### config.mk
export PLATFORM = sky130hd
export DESIGN_NAME = lru_key_value_cache
export DESIGN_NICKNAME = d
export VERILOG_FILES = /design/src/rtl/lkvc_pkg.sv /design/src/rtl/lkvc_ctrl.sv /design/src/rtl/lkvc_datapath.sv /design/src/rtl/lru_key_value_cache.sv
export VERILOG_INCLUDE_DIRS = /design/src /design/src/rtl
export SDC_FILE = /design/constraint.sdc
export NUM_CORES = 2
export LEC_CHECK = 0
export ABC_AREA = 1
export BUFFER_PORTS_ARGS = -buffer_cell sky130_fd_sc_hd__buf_4
export CELL_PAD_IN_SITES_DETAIL_PLACEMENT = 0
export CELL_PAD_IN_SITES_GLOBAL_PLACEMENT = 1
export CORE_MARGIN = 2
export CORE_UTILIZATION = 40
export DETAILED_ROUTE_END_ITERATION = 8
export PLACE_DENSITY = 0.62
export SYNTH_ARGS = -nofsm -noshare
export SYNTH_HDL_FRONTEND = slang
export SYNTH_SLANG_ARGS = --single-unit
### constraint.sdc
create_clock -name i_clk -period 5.35 [get_ports i_clk]
set_clock_uncertainty 0.05 [all_clocks]
set_input_delay 0.2675 -clock i_clk [delete_from_list [all_inputs] [get_ports i_clk]]
set_output_delay 0.2675 -clock i_clk [all_outputs]
set_load 0.05 [all_outputs]
### src/rtl/lru_key_value_cache_assert.svh
// Assertion macros for the LRU key-value cache.
`ifndef LRU_KEY_VALUE_CACHE_ASSERT_SVH
`define LRU_KEY_VALUE_CACHE_ASSERT_SVH

`ifndef SYNTH
`define LKVC_ASSERT_ALWAYS(label, clk, rst_n, expr) \
    label: assert property (@(posedge clk) disable iff (!rst_n) (expr)) \
        else $error("lkvc assertion failed");
`define LKVC_ASSERT_NEXT(label, clk, rst_n, ante, cons) \
    label: assert property (@(posedge clk) disable iff (!rst_n) (ante) |=> (cons)) \
        else $error("lkvc assertion failed");
`else
`define LKVC_ASSERT_ALWAYS(label, clk, rst_n, expr)
`define LKVC_ASSERT_NEXT(label, clk, rst_n, ante, cons)
`endif

`endif

### src/rtl/lkvc_pkg.sv
// Shared constants and types for the LRU key-value cache.
package lkvc_pkg;

    localparam int ENTRIES    = 16;
    localparam int KEY_BITS   = 32;
    localparam int VALUE_BITS = 32;
    localparam int CAP_BITS   = 5;
    localparam int IDX_BITS   = $clog2(ENTRIES);
    localparam int RANK_BITS  = $clog2(ENTRIES);
    localparam int CNT_BITS   = $clog2(ENTRIES + 1);
    localparam int CAP_RESET  = 16;

    localparam logic ACT_GET = 1'b0;
    localparam logic ACT_SET = 1'b1;

    typedef struct packed {
        logic capture;
        logic lookup;
        logic update;
        logic load_out;
    } t_dp_cmd;

endpackage

### src/rtl/lkvc_ctrl.sv
// Request sequencer: accept, lookup, update, result hand-off.
module lkvc_ctrl (
    input  logic             i_clk,
    input  logic             i_rst_n,
    input  logic             i_in_valid,
    output logic             o_in_stall,
    output logic             o_out_valid,
    input  logic             i_out_stall,
    output lkvc_pkg::t_dp_cmd o_cmd
);
    import lkvc_pkg::*;

    typedef enum logic [1:0] {
        S_IDLE,
        S_LOOKUP,
        S_UPDATE,
        S_DONE
    } t_state;

    t_state r_state;
    t_state n_state;
    logic   r_out_valid;
    logic   n_out_valid;
    logic   load;

    assign load = (r_state == S_DONE) && (!r_out_valid || !i_out_stall);

    always_comb begin
        n_state     = r_state;
        n_out_valid = r_out_valid;
        if (r_out_valid && !i_out_stall) begin
            n_out_valid = 1'b0;
        end
        unique case (r_state)
            S_IDLE: begin
                if (i_in_valid) begin
                    n_state = S_LOOKUP;
                end
            end
            S_LOOKUP: n_state = S_UPDATE;
            S_UPDATE: n_state = S_DONE;
            S_DONE: begin
                if (load) begin
                    n_state     = S_IDLE;
                    n_out_valid = 1'b1;
                end
            end
            default: n_state = S_IDLE;
        endcase
    end

    always_ff @(posedge i_clk) begin
        if (!i_rst_n) begin
            r_state     <= S_IDLE;
            r_out_valid <= 1'b0;
        end else begin
            r_state     <= n_state;
            r_out_valid <= n_out_valid;
        end
    end

    assign o_in_stall     = (r_state != S_IDLE);
    assign o_out_valid    = r_out_valid;
    assign o_cmd.capture  = (r_state == S_IDLE) && i_in_valid;
    assign o_cmd.lookup   = (r_state == S_LOOKUP);
    assign o_cmd.update   = (r_state == S_UPDATE);
    assign o_cmd.load_out = load;

endmodule

### src/rtl/lkvc_datapath.sv
// Entry store, parallel tag compare, recency ranks and result register.
`include "lru_key_value_cache_assert.svh"

module lkvc_datapath (
    input  logic                              i_clk,
    input  logic                              i_rst_n,
    input  lkvc_pkg::t_dp_cmd                 i_cmd,
    input  logic [lkvc_pkg::CAP_BITS-1:0]     i_capacity,
    input  logic                              i_action,
    input  logic [lkvc_pkg::KEY_BITS-1:0]     i_key,
    input  logic [lkvc_pkg::VALUE_BITS-1:0]   i_value,
    output logic                              o_hit,
    output logic [lkvc_pkg::VALUE_BITS-1:0]   o_read_value,
    output logic                              o_evicted
);
    import lkvc_pkg::*;

    localparam int CMP_BITS = (CAP_BITS > CNT_BITS) ? CAP_BITS : CNT_BITS;

    typedef enum logic [1:0] {
        OP_NONE,
        OP_HIT,
        OP_FILL,
        OP_EVICT
    } t_op;

    logic                  r_action;
    logic [KEY_BITS-1:0]   r_key;
    logic [VALUE_BITS-1:0] r_value;

    logic [KEY_BITS-1:0]   r_keys [ENTRIES];
    logic [VALUE_BITS-1:0] r_mem  [ENTRIES];
    logic [ENTRIES-1:0]    r_valid;
    logic [RANK_BITS-1:0]  r_rank [ENTRIES];
    logic [CNT_BITS-1:0]   r_used;

    t_op                   r_op;
    t_op                   n_op;
    logic [IDX_BITS-1:0]   r_sel;
    logic [IDX_BITS-1:0]   n_sel;
    logic [RANK_BITS-1:0]  r_old_rank;
    logic [RANK_BITS-1:0]  n_old_rank;
    logic [VALUE_BITS-1:0] r_rd_data;

    logic                  r_hit;
    logic [VALUE_BITS-1:0] r_read_value;
    logic                  r_evicted;

    logic [ENTRIES-1:0]    match;
    logic [ENTRIES-1:0]    victim;
    logic [IDX_BITS-1:0]   hit_idx;
    logic [IDX_BITS-1:0]   free_idx;
    logic [IDX_BITS-1:0]   vic_idx;
    logic [RANK_BITS-1:0]  last_rank;
    logic [CMP_BITS-1:0]   cap_x;
    logic [CMP_BITS-1:0]   eff_cap;
    logic                  can_fill;

    assign last_rank = RANK_BITS'(r_used - CNT_BITS'(1));

    always_comb begin
        cap_x = CMP_BITS'(i_capacity);
        if (cap_x == '0) begin
            eff_cap = CMP_BITS'(1);
        end else if (cap_x > CMP_BITS'(ENTRIES)) begin
            eff_cap = CMP_BITS'(ENTRIES);
        end else begin
            eff_cap = cap_x;
        end
        can_fill = CMP_BITS'(r_used) < eff_cap;
    end

    always_comb begin
        hit_idx  = '0;
        free_idx = '0;
        vic_idx  = '0;
        for (int i = 0; i < ENTRIES; i++) begin
            match[i]  = r_valid[i] && (r_keys[i] == r_key);
            victim[i] = r_valid[i] && (r_rank[i] == last_rank);
        end
        for (int i = ENTRIES - 1; i >= 0; i--) begin
            if (match[i]) begin
                hit_idx = IDX_BITS'(i);
            end
            if (!r_valid[i]) begin
                free_idx = IDX_BITS'(i);
            end
            if (victim[i]) begin
                vic_idx = IDX_BITS'(i);
            end
        end
    end

    always_comb begin
        n_op       = OP_NONE;
        n_sel      = hit_idx;
        n_old_rank = r_rank[hit_idx];
        if (match != '0) begin
            n_op = OP_HIT;
        end else if (r_action == ACT_SET) begin
            if (can_fill) begin
                n_op       = OP_FILL;
                n_sel      = free_idx;
                n_old_rank = RANK_BITS'(r_used);
            end else if (r_used != '0) begin
                n_op       = OP_EVICT;
                n_sel      = vic_idx;
                n_old_rank = last_rank;
            end
        end
    end

    // control state: valid bits, ranks, fill count
    always_ff @(posedge i_clk) begin
        if (!i_rst_n) begin
            r_valid <= '0;
            r_used  <= '0;
            for (int i = 0; i < ENTRIES; i++) begin
                r_rank[i] <= '0;
            end
        end else if (i_cmd.update && (r_op != OP_NONE)) begin
            for (int i = 0; i < ENTRIES; i++) begin
                if (IDX_BITS'(i) == r_sel) begin
                    r_rank[i] <= '0;
                end else if (r_valid[i] && (r_rank[i] < r_old_rank)) begin
                    r_rank[i] <= r_rank[i] + RANK_BITS'(1);
                end
            end
            if (r_op == OP_FILL) begin
                r_valid[r_sel] <= 1'b1;
                r_used         <= r_used + CNT_BITS'(1);
            end
        end
    end

    // payload: request, entry contents, decision, result
    always_ff @(posedge i_clk) begin
        if (i_cmd.capture) begin
            r_action <= i_action;
            r_key    <= i_key;
            r_value  <= i_value;
        end
        if (i_cmd.lookup) begin
            r_op       <= n_op;
            r_sel      <= n_sel;
            r_old_rank <= n_old_rank;
        end
        if (i_cmd.update) begin
            r_rd_data <= r_mem[r_sel];
            case (r_op) inside
                OP_HIT: begin
                    if (r_action == ACT_SET) begin
                        r_mem[r_sel] <= r_value;
                    end
                end
                OP_FILL, OP_EVICT: begin
                    r_keys[r_sel] <= r_key;
                    r_mem[r_sel]  <= r_value;
                end
                default: begin
                end
            endcase
        end
        if (i_cmd.load_out) begin
            r_hit        <= (r_op == OP_HIT);
            r_read_value <= ((r_op == OP_HIT) && (r_action == ACT_GET)) ? r_rd_data : '0;
            r_evicted    <= (r_op == OP_EVICT);
        end
    end

    assign o_hit        = r_hit;
    assign o_read_value = r_read_value;
    assign o_evicted    = r_evicted;

    `LKVC_ASSERT_ALWAYS(a_used_max, i_clk, i_rst_n, r_used <= CNT_BITS'(ENTRIES))
    `LKVC_ASSERT_ALWAYS(a_used_valid, i_clk, i_rst_n, $countones(r_valid) == int'(r_used))
    `LKVC_ASSERT_ALWAYS(a_one_match, i_clk, i_rst_n, !i_cmd.lookup || $onehot0(match))
    `LKVC_ASSERT_ALWAYS(a_one_victim, i_clk, i_rst_n,
        !(i_cmd.lookup && (r_used != '0)) || $onehot(victim))
    `LKVC_ASSERT_NEXT(a_fill_grows, i_clk, i_rst_n, i_cmd.update && (r_op == OP_FILL),
        r_used == $past(r_used) + CNT_BITS'(1))

endmodule

### src/rtl/lru_key_value_cache.sv
// Top level of the LRU key-value cache: config register, sequencer, datapath.
//
//  channel   valid        stall        payload
//  request   i_in_valid   o_in_stall   i_action, i_key, i_value
//  result    o_out_valid  i_out_stall  o_hit, o_read_value, o_evicted
//  config    APB          pready = 1   capacity at byte address 0
//
// A request runs through accept, tag compare and victim pick, entry and
// rank update and result load; the next request is taken in the cycle after.
// The result register holds one result; a stalled result holds the
// sequencer in its last step until taken.
// Reset clears valid bits, ranks and fill count at once; no clearing pass.
module lru_key_value_cache (
    input  logic                              i_clk,
    input  logic                              i_rst_n,
    input  logic                              i_in_valid,
    output logic                              o_in_stall,
    input  logic                              i_action,
    input  logic [lkvc_pkg::KEY_BITS-1:0]     i_key,
    input  logic [lkvc_pkg::VALUE_BITS-1:0]   i_value,
    output logic                              o_out_valid,
    input  logic                              i_out_stall,
    output logic                              o_hit,
    output logic [lkvc_pkg::VALUE_BITS-1:0]   o_read_value,
    output logic                              o_evicted,
    input  logic                              psel,
    input  logic                              penable,
    input  logic                              pwrite,
    input  logic [2:0]                        paddr,
    input  logic [31:0]                       pwdata,
    output logic [31:0]                       prdata,
    output logic                              pready
);
    import lkvc_pkg::*;

    logic [CAP_BITS-1:0] r_capacity;
    t_dp_cmd             cmd;

    assign pready = 1'b1;
    assign prdata = (paddr[2] == 1'b0) ? {{(32 - CAP_BITS){1'b0}}, r_capacity} : '0;

    always_ff @(posedge i_clk) begin
        if (!i_rst_n) begin
            r_capacity <= CAP_BITS'(CAP_RESET);
        end else if (psel && penable && pwrite && pready && (paddr[2] == 1'b0)) begin
            r_capacity <= pwdata[CAP_BITS-1:0];
        end
    end

    lkvc_ctrl u_ctrl (
        .i_clk       (i_clk),
        .i_rst_n     (i_rst_n),
        .i_in_valid  (i_in_valid),
        .o_in_stall  (o_in_stall),
        .o_out_valid (o_out_valid),
        .i_out_stall (i_out_stall),
        .o_cmd       (cmd)
    );

    lkvc_datapath u_datapath (
        .i_clk        (i_clk),
        .i_rst_n      (i_rst_n),
        .i_cmd        (cmd),
        .i_capacity   (r_capacity),
        .i_action     (i_action),
        .i_key        (i_key),
        .i_value      (i_value),
        .o_hit        (o_hit),
        .o_read_value (o_read_value),
        .o_evicted    (o_evicted)
    );

endmodule
# [After elaboration in Yosys (flattened, before gate mapping)]
# Memory sizes are Yosys's and may differ from the RTL's. A register that Yosys moved wholly into a read port is not among the register bits.
# Cells that the tools add are included.
[word_totals] register_bits=138 mem_bits_rw=1088 input_bits=107 out_inout_bits=69 word_cells=474 n_memories=3
[mem_list] name="u_datapath.r_keys" depth=16 word_bits=32 read_ports=16 rd_ports_with_merged_regs=0 write_ports=1 line_no="lkvc_datapath.sv:31" source="logic [KEY_BITS-1:0] r_keys [ENTRIES];"
[mem_list] name="u_datapath.r_mem" depth=16 word_bits=32 read_ports=1 rd_ports_with_merged_regs=1 write_ports=1 line_no="lkvc_datapath.sv:32" source="logic [VALUE_BITS-1:0] r_mem [ENTRIES];"
[mem_list] name="u_datapath.r_rank" depth=16 word_bits=4 read_ports=17 rd_ports_with_merged_regs=0 write_ports=16 line_no="lkvc_datapath.sv:34" source="logic [RANK_BITS-1:0] r_rank [ENTRIES];"
[op_classes] add_sub_neg=18 magnitude_cmp=20 eq_ne=55 mux=256 bitwise=36 n_reduce_logical=71
[ops] operator="32-bit equality test" count=16
[ops] operator="4-bit two-way mux" count=88
[ops] operator="1-bit two-way mux" count=158
[ops] operator="4-bit by 1-bit adder with 4-bit output (second input constant)" count=16
[ops] operator="4-bit equality test" count=16
[ops] operator="4-bit < comparator" count=16
[ops] operator="1-bit logical AND" count=57
[ops] operator="1-bit bitwise OR" count=33
[ops] operator="4-bit equality test (first input constant)" count=8
[ops] operator="32-bit two-way mux" count=1
[ops] operator="3-bit by 4-bit equality test with 1-bit output (first input constant)" count=4
[ops] operator="16-bit bitwise OR" count=1
[ops] operator="16-bit nonzero test" count=1
[ops] operator="5-bit two-way mux" count=3
[ops] operator="2-bit equality test (second input constant)" count=4
[ops] operator="2-bit by 4-bit equality test with 1-bit output (first input constant)" count=2
[ops] operator="2-bit two-way mux" count=4
[ops] operator="2-bit case mux with 4 select lines" count=1
[ops] operator="5-bit by 1-bit adder with 5-bit output (second input constant)" count=1
[ops] operator="5-bit > comparator (second input constant)" count=1
[ops] operator="5-bit logical NOT" count=1
[ops] operator="4-bit by 5-bit < comparator with 1-bit output (second input constant)" count=1
[ops] operator="5-bit < comparator" count=1
[ops] operator="5-bit nonzero test" count=1
[ops] operator="15 further kinds" count=21

# [Logic depth before layout (Yosys ltp)]
# An unclocked memory read counts as a cell.
[depth] ltp_word=24 mapped_depth=33 ltp_nobuf=31

# [Modules after synthesis]
# From an unflattened synthesis, not the netlist that was laid out.
[hier_totals] hier_cells=4162 hier_area_um2=53463.8
[modules_own_cells] mod="lkvc_datapath" instances=1 cells_per_inst=4054 area_each_um2=52729.3 seq_area_each_um2=37325.8
[modules_own_cells] mod="lru_key_value_cache" instances=1 cells_per_inst=75 area_each_um2=488.0 seq_area_each_um2=100.1
[modules_own_cells] mod="lkvc_ctrl" instances=1 cells_per_inst=33 area_each_um2=246.5 seq_area_each_um2=60.1

# [Least setup slack after synthesis]
# Ideal clock, no wire load.
[synth_timing] path_kind="register to register" from="reg u_ctrl.r_state[0]" to="mem u_datapath.r_keys[12][0] (enable)" setup_time_ns=0.461 arrival_ns=4.272 required_ns=4.839 slack_ns=0.567 path_stages_with_launch=6 path_buffers=1 period_less_slack_ns=4.783 cell_sequence="dfxtp_1 -> inv_1 -> ha_1 -> nand2_1 -> clkbuf_1 -> nor3_1"
[synth_via] elab_chain_len=3
[synth_rtl] element="from (decl)" line_no="lkvc_ctrl.sv:20" source="t_state r_state;"
[synth_rtl] element="from (signal assigned)" line_no="lkvc_ctrl.sv:57" source="r_state <= n_state;"
[synth_rtl] element="2-bit equality test" line_no="lkvc_ctrl.sv:66" source="assign o_cmd.update = (r_state == S_UPDATE);"
[synth_rtl] element="1-bit two-way mux" line_no="lkvc_datapath.sv:148" source="if (i_cmd.update) begin"
[synth_rtl] element="1-bit two-way mux (implied by the code)" line_no="lkvc_datapath.sv:157" source="r_keys[r_sel] <= r_key;"
[synth_rtl] element="to (decl)" line_no="lkvc_datapath.sv:31"
# No other way between the ends.

# [Final worst setup path]
[layout_timing] from="reg u_datapath.r_key[26]" to="reg u_datapath.r_old_rank[0] (data pin)"
[layout_via] elab_chain_len=23 elab_cells_between_ends=54 classes_between="eq/ne: 16; mux: 20; reduce/logical: 17; memory: 1"
[layout_rtl] element="from (decl)" line_no="lkvc_datapath.sv:28" source="logic [KEY_BITS-1:0] r_key;"
[layout_rtl] element="from (signal assigned)" line_no="lkvc_datapath.sv:140" source="r_key <= i_key;"
[layout_rtl] element="32-bit equality test" line_no="lkvc_datapath.sv:78" source="match[i] = r_valid[i] && (r_keys[i] == r_key);"
[layout_rtl] element="1-bit logical AND" line_no="lkvc_datapath.sv:78"
[layout_rtl] element="4-bit two-way mux (16 in series)" line_no="lkvc_datapath.sv:82" source="if (match[i]) begin"
[layout_rtl] element="memory 16 x 4 bit"
[layout_rtl] element="4-bit two-way mux" line_no="lkvc_datapath.sv:105" source="end else if (r_used != '0) begin"
[layout_rtl] element="4-bit two-way mux" line_no="lkvc_datapath.sv:101" source="if (can_fill) begin"
[layout_rtl] element="4-bit two-way mux" line_no="lkvc_datapath.sv:100" source="end else if (r_action == ACT_SET) begin"
[layout_rtl] element="4-bit two-way mux (*)" line_no="lkvc_datapath.sv:98" source="if (match != '0) begin"
[layout_rtl] element="net u_datapath.n_old_rank[0]" line_no="lkvc_datapath.sv:42" source="logic [RANK_BITS-1:0] n_old_rank;"
[layout_rtl] element="to (signal assigned)" line_no="lkvc_datapath.sv:146" source="r_old_rank <= n_old_rank;"
[layout_rtl] element="to (decl)" line_no="lkvc_datapath.sv:41" source="logic [RANK_BITS-1:0] r_old_rank;"
# Mark *: on every way through the listed nets, which the timed path passes. The rest lies on a longest branch.
# A chain may end at the register's enable or synchronous reset.

==> run metrics <==
sequential fraction of the synthesis area 70.20%; antenna violations before repair 9; Resized cells post-CTS 0; CP required slightly below 6 ns; grt total ovfl 0; final hold vios 0; worst flop-to-flop path endpoint u_datapath.r_old_rank[0]; Root Driver clkbuf_16; wire per inst 26.16 um; final setup margin 0.7888 ns; endpoints failing setup 0; All-Layer GR Usage 24.03%; CP Launch Type register; Vias/cell between 5 and 6; Starting DRT DRC Count around 3,700; Slew HR 21.96%; clk sink count 1,258; Synth area leader edfxtp_1; Final Wtd Congestion between 0.8 and 0.9; CP max-delay cell o21ai_0; Crit Path Class reg2reg; Clk Latency, worst-skew pair ~0.8 ns; TritonCTS clock tree done; Leakage 21.60 nW; Final TNS setup 0 ns; VDD IR max about 0.26 mV; Synth async-reset ratio 0%; # fillers about 12,000; Worst-Margin Slew between 1 and 1.5 ns; multi-input logic area about 0.014 mm^2; Post-synth EDFFs around 1,200; PD cells about 420 mW/mm^2; core area approximately 0.13 mm^2; worst r2r path cells 21; crit path time final ~4.6 ns; Syn-to-layout area delta 15.68%; Post-DP HPWL 98,060 um; first-pass GRT wire length roughly 240,000 um; largest cells by area after synthesis edfxtp_1 69%, nand2_1 4.1%, a22oi_1 3.6%; htree depth 4; vias in the first global route 34,108; crit path capture u_datapath.r_old_rank[0]; Area after DPL roughly 0.057 mm^2; crit-path cells inv_1 -> nand2_1 -> o21ai_0 -> nor2_1 -> nand2_1 -> nor2_1 -> nand3_1 -> o21ai_0 -> nand3_1 -> nand2_1 -> nand2_1 -> nand2_1 -> nand2_1 -> a21oi_4 -> inv_2 -> nand3_1 -> nand3_1 -> nand2_1 -> nand2_1 -> nand3_1 -> nand2_1; Layout Cells excl Fill between 6,000 and 7,000; Crit. Startpoint u_datapath.r_key[26]; crit end category register; clock-pin slew on the worst setup and hold paths about 0.060 ns; crit-path most repeated cell nand2_1; commonest non-fill, non-tap cells in the layout 1,229 x edfxtp_1, 585 x nand2_1, 279 x inv_1, 265 x nor2_1, 258 x a22oi_1; Routed Antenna Nets 0; hold path start i_key[9]; PortBufs 118; Starting Density 40.17%; CP peak stage delay slightly below 0.7 ns; Routed WL about 170,000 um; area share of the largest cell type after synthesis between 60% and 70%; period utilisation layout between 80% and 90%; Post-Syn Instances a little over 4,000; Final Instance Area approximately 0.062 mm^2; status complete, no violations; FP Rows ~130; synthesized area about 0.053 mm^2; share of cells above drive strength 1 between 10% and 20%; total of max-cap violations 0; HP Class in2reg; syn avg cell area between 10 and 15 um^2; synthesis-stage register bit count around 1,300; Buf/Inv on CP 2; deepest clock path buffer count 3; Die Y between 300 and 400 um; die area about 0.14 mm^2; Critical Path AT 5.01 ns; fmax about 220 MHz; CP max FO 17; Synthesis Warnings 0; Crit. path cell count 21; Die X about 370 um; commonest non-fill, non-tap cell in the layout edfxtp_1; First-pass DRT Iterations 6; R2R Setup Slk 0.79 ns; n_diodes 0; Synth Flop Type edfxtp_1; drt drc 0; Placed Instances ~6,000; IO Pins 176; Post-CTS Setup Repair Bufs 0; Distinct cells, synth 53; Num CTS Buffers about 140; via count between 30,000 and 40,000; register area 0.03749 mm^2; nets roughly 4,600; max-slew violations 0; pin count of the biggest net entering global routing between 70 and 80; CTS hold repair buffers 84; RSZ-0062 raised after global routing false; Place WS about 0.86 ns; CP delay by family, top simple AND/OR/NAND/NOR gates; r2r startpoint u_datapath.r_key[26]
stage by stage:
stage	hold WS (ns)	power [W]	utilization (%)
CTS	0.09294	0.02638	46.46
finish	0.1525	0.02622	46.46
detailed placement	0.3969	0.01721	42.58
global placement	0.3957	0.01717	42.58
floorplan	0.3164	0.01499	-
global route	0.1392	0.02715	46.46
cell usage after synthesis, types with 40 or more instances:
library cell	number
nand4_1	41
or4_1	40
nor3_1	44
clkbuf_1	101
buf_4	54
xor2_1	70
edfxtp_1	1229
nor2_1	270
inv_1	299
nand2_1	588
a22oi_1	258
a21oi_1	215
ha_1	76
o22ai_1	87
o21ai_0	164
nand3_1	158
xnor2_1	128
how the worst min path moves through the flow:
| stage | end | cells after the start |
|---|---|---|
| 3_5_place_dp | u_datapath.r_value[16] | 1 |
| 3_3_place_gp | u_datapath.r_key[30] | 1 |
| 4_1_cts | u_datapath.r_key[1] | 2 |
| 5_1_grt | u_datapath.r_key[10] | 2 |
| 6_report | u_datapath.r_key[9] | 2 |
| 2_1_floorplan | u_datapath.r_action | 0 |
power by group:
group	leakage [nW]	switching (W)	internal, W
sequential	11.4	0.000424	0.0118
clock	2.10	0.00403	0.00512
combinational	8.07	0.00358	0.00128
logic make-up after synthesis:
family | synth area share, %
xor gates and xnor gates | 3.247
DFF | 70.20
AOI/OAI and AO/OA | 10.18
and+or+nand+nor | 10.12
buffers and inverters | 4.461
adders and majority gates | 1.781
other | 0.01406
sequential cells by signal, indices dropped and copies added, names as in the netlist, 2 cells and up:
| name | cells |
|---|---|
| u_datapath.r_rd_data | 32 |
| u_datapath.r_rank | 64 |
| u_datapath.r_op | 2 |
| u_datapath.r_valid | 16 |
| u_datapath.r_value | 32 |
| u_datapath.r_used | 5 |
| u_datapath.o_read_value | 32 |
| u_datapath.r_sel | 4 |
| u_datapath.r_old_rank | 4 |
| u_datapath.r_keys | 512 |
| u_ctrl.r_state | 2 |
| u_datapath.r_mem | 512 |
| r_capacity | 5 |
| u_datapath.r_key | 32 |
per-layer routing:
metal	GRT usage, %	up-vias	wire [um]
li1	-	15837	-
met1	35.74	17838	74850
met2	37.30	1375	75220
met3	2.969	223	11780
met4	6.146	2	3471
met5	0	-	13
worst reg2reg max path, cell delays in order, from the launching register on:
cell,delay [ns]
edfxtp_1,0.60
inv_1,0.38
nand2_1,0.14
o21ai_0,0.08
nor2_1,0.11
nand2_1,0.05
nor2_1,0.08
nand3_1,0.18
o21ai_0,0.69
nand3_1,0.18
nand2_1,0.11
nand2_1,0.10
nand2_1,0.08
nand2_1,0.08
a21oi_4,0.49
inv_2,0.30
nand3_1,0.18
nand3_1,0.07
nand2_1,0.09
nand2_1,0.07
nand3_1,0.09
nand2_1,0.06
area by class of cell:
class	instances	area share [%]
inverters	322	1.969
clock buffers	181	5.987
clock inverters	71	1.009
multi-input cells	2385	22.27
flip-flops and latches	1258	60.68
well taps	1768	3.581
repair buffers	336	4.505
Power figures use the tool's default switching activity.
